$ cat src/rtl/cd2dn_pkg.sv
`default_nettype none

package cd2dn_pkg;

    localparam logic signed [23:0] YEAR_MAX = 24'sd5000000;
    localparam logic signed [23:0] YEAR_MIN = -24'sd5000000;

    // Multiple of 400 that lifts every in-range year to a positive value,
    // so floor division becomes plain unsigned division.
    localparam logic [25:0] ERA_OFFSET = 26'd5200000;

    // ceil(2^32 / 25); exact floor(v / 25) for v below 2^22
    localparam logic [27:0] RECIP_25 = 28'd171798692;

    // -(5200000/4) + 5200000/100 - 5200000/400 - 719468 = -1980468
    localparam logic [31:0] SUM_BIAS = 32'hFFE1_C7CC;

    localparam logic [31:0] INVALID_DAY_NUMBER = 32'h8000_0000;

    typedef struct packed {
        logic [23:0] u;        // shifted March-based year
        logic [24:0] yy;       // March-based year, two's complement
        logic [8:0]  doy;      // day of March-based year
        logic        base_ok;  // date valid without the leap day
        logic        feb29;    // in-range year, February 29th
    } front_t;

    typedef struct packed {
        logic [17:0] q;        // floor(u / 100)
        logic [23:0] u;
        logic [8:0]  doy;
        logic [31:0] yy365;
        logic        base_ok;
        logic        feb29;
    } mid_t;

    function automatic logic [4:0] month_len(input logic [3:0] m);
        logic [4:0] len;
        case (m)
            4'd2:    len = 5'd28;
            4'd4:    len = 5'd30;
            4'd6:    len = 5'd30;
            4'd9:    len = 5'd30;
            4'd11:   len = 5'd30;
            default: len = 5'd31;
        endcase
        return len;
    endfunction

    // days from March 1st to the first of the month
    function automatic logic [8:0] days_before(input logic [3:0] m);
        logic [8:0] n;
        case (m)
            4'd3:    n = 9'd0;
            4'd4:    n = 9'd31;
            4'd5:    n = 9'd61;
            4'd6:    n = 9'd92;
            4'd7:    n = 9'd122;
            4'd8:    n = 9'd153;
            4'd9:    n = 9'd184;
            4'd10:   n = 9'd214;
            4'd11:   n = 9'd245;
            4'd12:   n = 9'd275;
            4'd1:    n = 9'd306;
            4'd2:    n = 9'd337;
            default: n = 9'd0;
        endcase
        return n;
    endfunction

endpackage

`default_nettype wire

$ cat src/rtl/cd2dn_front.sv
`default_nettype none

module cd2dn_front (
    input  wire logic                clk,
    input  wire logic                rst_n,
    input  wire logic                in_valid,
    input  wire logic signed [23:0]  year,
    input  wire logic [3:0]          month,
    input  wire logic [4:0]          day,
    output logic                     out_valid,
    output cd2dn_pkg::front_t        out_data
);

    logic               valid_reg;
    cd2dn_pkg::front_t  data_reg;
    cd2dn_pkg::front_t  data_next;

    logic        jan_feb;
    logic [25:0] y_ext;
    logic [25:0] u_full;
    logic        year_ok;
    logic        month_ok;
    logic        day_ok;

    always_comb
    begin
        jan_feb  = (month == 4'd1) || (month == 4'd2);
        y_ext    = {{2{year[23]}}, year};
        u_full   = y_ext - 26'(jan_feb) + cd2dn_pkg::ERA_OFFSET;
        year_ok  = (year <= cd2dn_pkg::YEAR_MAX) && (year >= cd2dn_pkg::YEAR_MIN);
        month_ok = (month >= 4'd1) && (month <= 4'd12);
        day_ok   = (day != 5'd0) && (day <= cd2dn_pkg::month_len(month));

        data_next.u       = u_full[23:0];
        data_next.yy      = y_ext[24:0] - 25'(jan_feb);
        data_next.doy     = cd2dn_pkg::days_before(month) + 9'(day) - 9'd1;
        data_next.base_ok = year_ok && month_ok && day_ok;
        data_next.feb29   = year_ok && (month == 4'd2) && (day == 5'd29);
    end

    always_ff @(posedge clk or negedge rst_n)
    begin
        if (!rst_n)
        begin
            valid_reg <= 1'b0;
        end
        else
        begin
            valid_reg <= in_valid;
        end
    end

    always_ff @(posedge clk)
    begin
        data_reg <= data_next;
    end

    assign out_valid = valid_reg;
    assign out_data  = data_reg;

endmodule

`default_nettype wire

$ cat src/rtl/cd2dn_mul.sv
`default_nettype none

module cd2dn_mul (
    input  wire logic               clk,
    input  wire logic               rst_n,
    input  wire logic               in_valid,
    input  wire cd2dn_pkg::front_t  in_data,
    output logic                    out_valid,
    output cd2dn_pkg::mid_t         out_data
);

    logic             valid_reg;
    cd2dn_pkg::mid_t  data_reg;
    cd2dn_pkg::mid_t  data_next;

    logic [49:0] recip_prod;
    logic [33:0] yy365_full;

    always_comb
    begin
        // floor(u / 100) = floor((u >> 2) / 25)
        recip_prod = 50'(in_data.u[23:2]) * 50'(cd2dn_pkg::RECIP_25);
        yy365_full = {{9{in_data.yy[24]}}, in_data.yy} * 34'd365;

        data_next.q       = recip_prod[49:32];
        data_next.u       = in_data.u;
        data_next.doy     = in_data.doy;
        data_next.yy365   = yy365_full[31:0];
        data_next.base_ok = in_data.base_ok;
        data_next.feb29   = in_data.feb29;
    end

    always_ff @(posedge clk or negedge rst_n)
    begin
        if (!rst_n)
        begin
            valid_reg <= 1'b0;
        end
        else
        begin
            valid_reg <= in_valid;
        end
    end

    always_ff @(posedge clk)
    begin
        data_reg <= data_next;
    end

    assign out_valid = valid_reg;
    assign out_data  = data_reg;

endmodule

`default_nettype wire

$ cat src/rtl/cd2dn_back.sv
`default_nettype none

module cd2dn_back (
    input  wire logic              clk,
    input  wire logic              rst_n,
    input  wire logic              in_valid,
    input  wire cd2dn_pkg::mid_t   in_data,
    output logic                   done,
    output logic signed [31:0]     day_number,
    output logic                   date_valid
);

    logic        valid_reg;
    logic [31:0] sum_reg;
    logic [31:0] sum_next;
    logic [17:0] q_reg;
    logic        ok_reg;
    logic        ok_next;

    logic        done_reg;
    logic [31:0] dn_reg;
    logic [31:0] dn_next;
    logic        dv_reg;

    logic [6:0]  q100_lo;
    logic [6:0]  rem;
    logic        leap;

    always_comb
    begin
        // u mod 100 needs only the low seven bits, as it stays below 128
        q100_lo = in_data.q[6:0] * 7'd100;
        rem     = in_data.u[6:0] - q100_lo;
        // year = u + 1 - offset: leap when divisible by 4 and not by 100,
        // or by 400 (then q + 1 is a multiple of 4)
        leap    = (in_data.u[1:0] == 2'b11)
                  && ((rem != 7'd99) || (in_data.q[1:0] == 2'b11));
        ok_next  = in_data.base_ok || (in_data.feb29 && leap);
        sum_next = in_data.yy365 + 32'(in_data.u[23:2]) + 32'(in_data.doy)
                   + cd2dn_pkg::SUM_BIAS;

        dn_next = sum_reg - 32'(q_reg) + 32'(q_reg[17:2]);
    end

    always_ff @(posedge clk or negedge rst_n)
    begin
        if (!rst_n)
        begin
            valid_reg <= 1'b0;
            done_reg  <= 1'b0;
        end
        else
        begin
            valid_reg <= in_valid;
            done_reg  <= valid_reg;
        end
    end

    always_ff @(posedge clk)
    begin
        sum_reg <= sum_next;
        q_reg   <= in_data.q;
        ok_reg  <= ok_next;
        dn_reg  <= ok_reg ? dn_next : cd2dn_pkg::INVALID_DAY_NUMBER;
        dv_reg  <= ok_reg;
    end

    assign done       = done_reg;
    assign day_number = $signed(dn_reg);
    assign date_valid = dv_reg;

endmodule

`default_nettype wire

$ cat src/rtl/civil_date_to_day_number.sv
`default_nettype none

// Gregorian date to signed day count since 1970-01-01.
//
// Input: a word is taken at a rising edge with start high and busy low.
// busy is held low, so a new date may be given in every cycle.
// Output: done pulses for one cycle with day_number and date_valid; the
// receiver cannot stall, and results leave in the order dates came in.
// Throughput is one word per cycle through the four register stages:
// range checks and month tables, the two multipliers (u / 100 by
// reciprocal and year * 365), the leap test and sum, then the final add.
// An invalid date (year outside -5000000..5000000, month outside 1..12,
// day outside the month) gives day_number 0x80000000 and date_valid low.
// Reset clears the valid bits of every stage: words in flight are dropped
// and done stays low until new words arrive.

module civil_date_to_day_number (
    input  wire logic                clk,
    input  wire logic                rst_n,
    input  wire logic                start,
    output logic                     busy,
    input  wire logic signed [23:0]  year,
    input  wire logic [3:0]          month,
    input  wire logic [4:0]          day,
    output logic                     done,
    output logic signed [31:0]       day_number,
    output logic                     date_valid
);

    logic               accept;
    logic               front_valid;
    cd2dn_pkg::front_t  front_data;
    logic               mid_valid;
    cd2dn_pkg::mid_t    mid_data;

    assign busy   = 1'b0;
    assign accept = start && !busy;

    cd2dn_front u_front (
        .clk       (clk),
        .rst_n     (rst_n),
        .in_valid  (accept),
        .year      (year),
        .month     (month),
        .day       (day),
        .out_valid (front_valid),
        .out_data  (front_data)
    );

    cd2dn_mul u_mul (
        .clk       (clk),
        .rst_n     (rst_n),
        .in_valid  (front_valid),
        .in_data   (front_data),
        .out_valid (mid_valid),
        .out_data  (mid_data)
    );

    cd2dn_back u_back (
        .clk        (clk),
        .rst_n      (rst_n),
        .in_valid   (mid_valid),
        .in_data    (mid_data),
        .done       (done),
        .day_number (day_number),
        .date_valid (date_valid)
    );

endmodule

`default_nettype wire

$ cat config.mk
export PLATFORM = sky130hd
export DESIGN_NAME = civil_date_to_day_number
export DESIGN_NICKNAME = d
export VERILOG_FILES = /design/src/rtl/cd2dn_pkg.sv /design/src/rtl/cd2dn_front.sv /design/src/rtl/cd2dn_mul.sv /design/src/rtl/cd2dn_back.sv /design/src/rtl/civil_date_to_day_number.sv
export SDC_FILE = /design/constraint.sdc
export NUM_CORES = 1
export LEC_CHECK = 0
export BUFFER_PORTS_ARGS = -buffer_cell sky130_fd_sc_hd__buf_2
export CORE_MARGIN = 1.5
export CORE_UTILIZATION = 40
export DETAILED_ROUTE_END_ITERATION = 8
export SYNTH_ARGS = -nofsm -noshare
export SYNTH_HDL_FRONTEND = slang
export SYNTH_HIERARCHICAL = 1
export SYNTH_SLANG_ARGS = --single-unit
$ cat constraint.sdc
create_clock -name clk -period 7.1 [get_ports clk]
set_input_delay 1.42 -clock clk [delete_from_list [all_inputs] [get_ports clk]]
set_output_delay 1.42 -clock clk [all_outputs]
set_load 0.05 [all_outputs]
==> run summary <==
• number of buffers created by CTS: 28
• pin count of the biggest net entering global routing: 25
• Final setup viols: 0
• endpoint required time on the critical path: 7.53 ns
• Critical Path End Type: register
• slew at the pin with the worst max-slew slack: 0.746 ns
• post-route clock skew: 0.0109 ns
• Mapped Area: 25400 sq um
• GRT Resource Usage Total: 0.186
• Via Count: 17618
• CTS HTree Levels: 1
• post-synthesis net count: 3431
• placeable core area: 63000 sq um
• fraction of final layout cells sized beyond drive strength 1: 0.0577
• worst slew margin relative to its limit: 0.502
• violation count after the first detailed-routing iteration: 897
• total negative slack for setup checks: 0 ns
• final design area excluding fillers: 27600 sq um
• unrepaired setup endpoints after global routing: no
• leading cell types by total area after synthesis: sky130_fd_sc_hd__ha_1 (24%), sky130_fd_sc_hd__fa_1 (24%), sky130_fd_sc_hd__dfxtp_1 (18%)
• detailed placement HPWL: 52900 um
• antenna violations before repair: 3
• drc violations: 0
• max capacitance violation total: 0
• initial core utilization: 0.403
• path type of the worst setup path: register to register
• Filler Cell Count: 6076
• Clk Latency, worst-skew pair: 0.55 ns
• worst-case register-to-register setup slack: 0.51 ns
• Area growth, synth to finish: 8.64%
• number of max-slew violations in the final report: 0
• total wire length after detailed routing: 60000 um
• flip-flop count of the largest register, all copies and words added: 85
• die outline area: 65000 sq um
• WL/cell: 17.0 um
• mean instance size in the synthesized netlist: 9.78 sq um
• post-cts hold buffer count: 0
• CP Max Fanout: 10
• cell with the most instances after synthesis: sky130_fd_sc_hd__inv_1
• number of vias per cell after detailed routing: 4.99
• count of unique library cells instantiated by Yosys: 95
• count of standard-cell rows: 92
• via count of the first global-routing pass: 18210
• ranking of synthesized cells by instance count: sky130_fd_sc_hd__inv_1 (553), sky130_fd_sc_hd__ha_1 (495), sky130_fd_sc_hd__fa_1 (304)
• status: finished clean
• clock buffer depth: 3
• global placement routability congestion: 0.927
• Chip Width: 255 um
• post_cts resized: 0
• Yosys top cell by area: sky130_fd_sc_hd__ha_1
• flip-flop and latch count after synthesis: 231
• vertical die dimension: 255 um
• fraction of post-synthesis cell area in the top cell type by area: 0.244
• number of iterations in the first detailed-routing pass: 5
• sequential area share after synthesis: 0.183
• Post-synth EDFFs: 0
• count of clock tree sinks: 231
• Placed Area: 26700 sq um
• final count of hold timing violations: 0
• TritonCTS clock tree: built
• Main synth FF type: sky130_fd_sc_hd__dfxtp_1
• num ports: 71
• Yosys warning count: 6
• async set-reset flop share out of synthesis: 0.0173
• master cell of the clock root buffer: sky130_fd_sc_hd__clkbuf_16
• Port Buffers: 69
• Tightest Hold Check Type: register to register
• remaining number of nets flagged by the antenna check after routing: 0
• data arrival time of the worst path: 7.02 ns
• number of instances in the synthesized netlist: 2596
• first-pass GRT wire length: 95600 um
• time the final worst path needs with I/O delays and setup: 6.59 ns
• maximum frequency from static timing analysis: 152 MHz
• clock slew seen by the registers of the worst setup and hold paths: 0.06 ns
• Post-CTS Setup Inserts: 0
• share of the clock period used by the worst path: 0.928
• gr ovfl total: 0
• element type at the critical path start: register
• number of nets in the finished design: 3500
area by class of cell:
cell class,count,area (sq um),share of cell area
antenna,1,2.50,0.0000907
clock buffer,36,792,0.0287
clock inverter,14,126,0.00458
inverter,553,2080,0.0752
multi-input combinational,1777,18500,0.671
sequential,231,4640,0.168
tap,846,1060,0.0384
timing repair buffer,74,383,0.0139
placed cells by master (no fill, tap or decap), types with 4 or more instances in the layout:
cell type                      n
sky130_fd_sc_hd__o22ai_1       5
sky130_fd_sc_hd__xor2_1       32
sky130_fd_sc_hd__a21o_1       66
sky130_fd_sc_hd__ha_1        495
sky130_fd_sc_hd__a21oi_1     126
sky130_fd_sc_hd__o21bai_1     22
sky130_fd_sc_hd__and4_1        8
sky130_fd_sc_hd__nor3_1       29
sky130_fd_sc_hd__nor2b_1      13
sky130_fd_sc_hd__nand2b_1     24
sky130_fd_sc_hd__nand3_1      40
sky130_fd_sc_hd__inv_1       553
sky130_fd_sc_hd__clkinvlp_4    4
sky130_fd_sc_hd__nand2_1      85
sky130_fd_sc_hd__a31oi_1      18
sky130_fd_sc_hd__a211o_1       5
sky130_fd_sc_hd__a211oi_1     22
sky130_fd_sc_hd__nor2_1       99
sky130_fd_sc_hd__clkinv_2      4
sky130_fd_sc_hd__o41ai_1       5
sky130_fd_sc_hd__and3_1       18
sky130_fd_sc_hd__clkbuf_8      4
sky130_fd_sc_hd__o21ai_1       5
sky130_fd_sc_hd__and2_1        4
sky130_fd_sc_hd__dfrtp_1       4
sky130_fd_sc_hd__fa_1        304
sky130_fd_sc_hd__o21ai_0      81
sky130_fd_sc_hd__clkbuf_16    29
sky130_fd_sc_hd__o211ai_1     10
sky130_fd_sc_hd__mux2i_1       4
sky130_fd_sc_hd__xnor2_1     111
sky130_fd_sc_hd__nand4_1      30
sky130_fd_sc_hd__dfxtp_1     227
sky130_fd_sc_hd__buf_2        69
sky130_fd_sc_hd__a21boi_0      6
sky130_fd_sc_hd__o21a_1       19
sky130_fd_sc_hd__buf_4         5
sky130_fd_sc_hd__a41oi_1       4
kinds of logic after synthesis:
group           after synthesis  share of synthesized area
buf+inv                     588                     0.0884
simple gates                380                     0.0749
xor+xnor                    143                     0.0493
mux                           6                    0.00335
other cells                   1                   0.000148
flops                       231                      0.183
compound gates              448                      0.118
fa+ha+maj                   799                      0.484
worst max-delay path: stages (launching register included):
cell	delay (ns)
sky130_fd_sc_hd__dfxtp_1	0.59
sky130_fd_sc_hd__fa_1	0.54
sky130_fd_sc_hd__inv_1	0.10
sky130_fd_sc_hd__fa_1	0.44
sky130_fd_sc_hd__fa_1	0.54
sky130_fd_sc_hd__inv_1	0.05
sky130_fd_sc_hd__fa_1	0.48
sky130_fd_sc_hd__fa_1	0.52
sky130_fd_sc_hd__fa_1	0.54
sky130_fd_sc_hd__inv_1	0.05
sky130_fd_sc_hd__fa_1	0.53
sky130_fd_sc_hd__inv_1	0.04
sky130_fd_sc_hd__ha_1	0.40
sky130_fd_sc_hd__nand4_2	0.13
sky130_fd_sc_hd__a211oi_1	0.33
sky130_fd_sc_hd__nor2_1	0.07
sky130_fd_sc_hd__nor3_1	0.34
sky130_fd_sc_hd__o211ai_1	0.22
sky130_fd_sc_hd__nand3_1	0.21
sky130_fd_sc_hd__a41oi_1	0.17
sky130_fd_sc_hd__xnor2_1	0.16
routing by layer:
layer / vias to the layer above / wire (um) / part of all wire / GRT usage
met4: 0 / 1280 / 0.021 / 0.0391
met2: 352 / 27800 / 0.46 / 0.317
met3: 69 / 2210 / 0.037 / 0.0220
met5: - / 0 / 0 / 0
met1: 8502 / 28700 / 0.48 / 0.254
li1: 8695 / - / - / -
through the flow:
stage	hold slack (ns)	cells	setup WS, ns	util
final	0.325	3532	0.512	0.438
after global routing	0.326	3531	0.170	0.438
after CTS	0.325	3531	0.456	0.438
after detailed placement	0.312	3481	0.458	0.424
after global placement	0.314	3481	0.626	0.424
after floorplan	0.310	2596	0.977	-
path summary, 6_finish.rpt:
check,start,to,depth (start not counted)
max in group asynchronous,rst_n,u_back/valid_reg,1
worst min register to register,u_mul/out_data[78],u_back/q_reg[11],0
worst min-delay path,u_mul/out_data[78],u_back/q_reg[11],0
worst max register to register,u_front/out_data[40],u_mul/out_data[81],20
min in group asynchronous,rst_n,u_back/done,1
worst max-delay path,u_front/out_data[40],u_mul/out_data[81],20
Power is left out: the tool's default activity adds up to more than one toggle a clock period on the data nets, which glitch-free logic cannot reach.
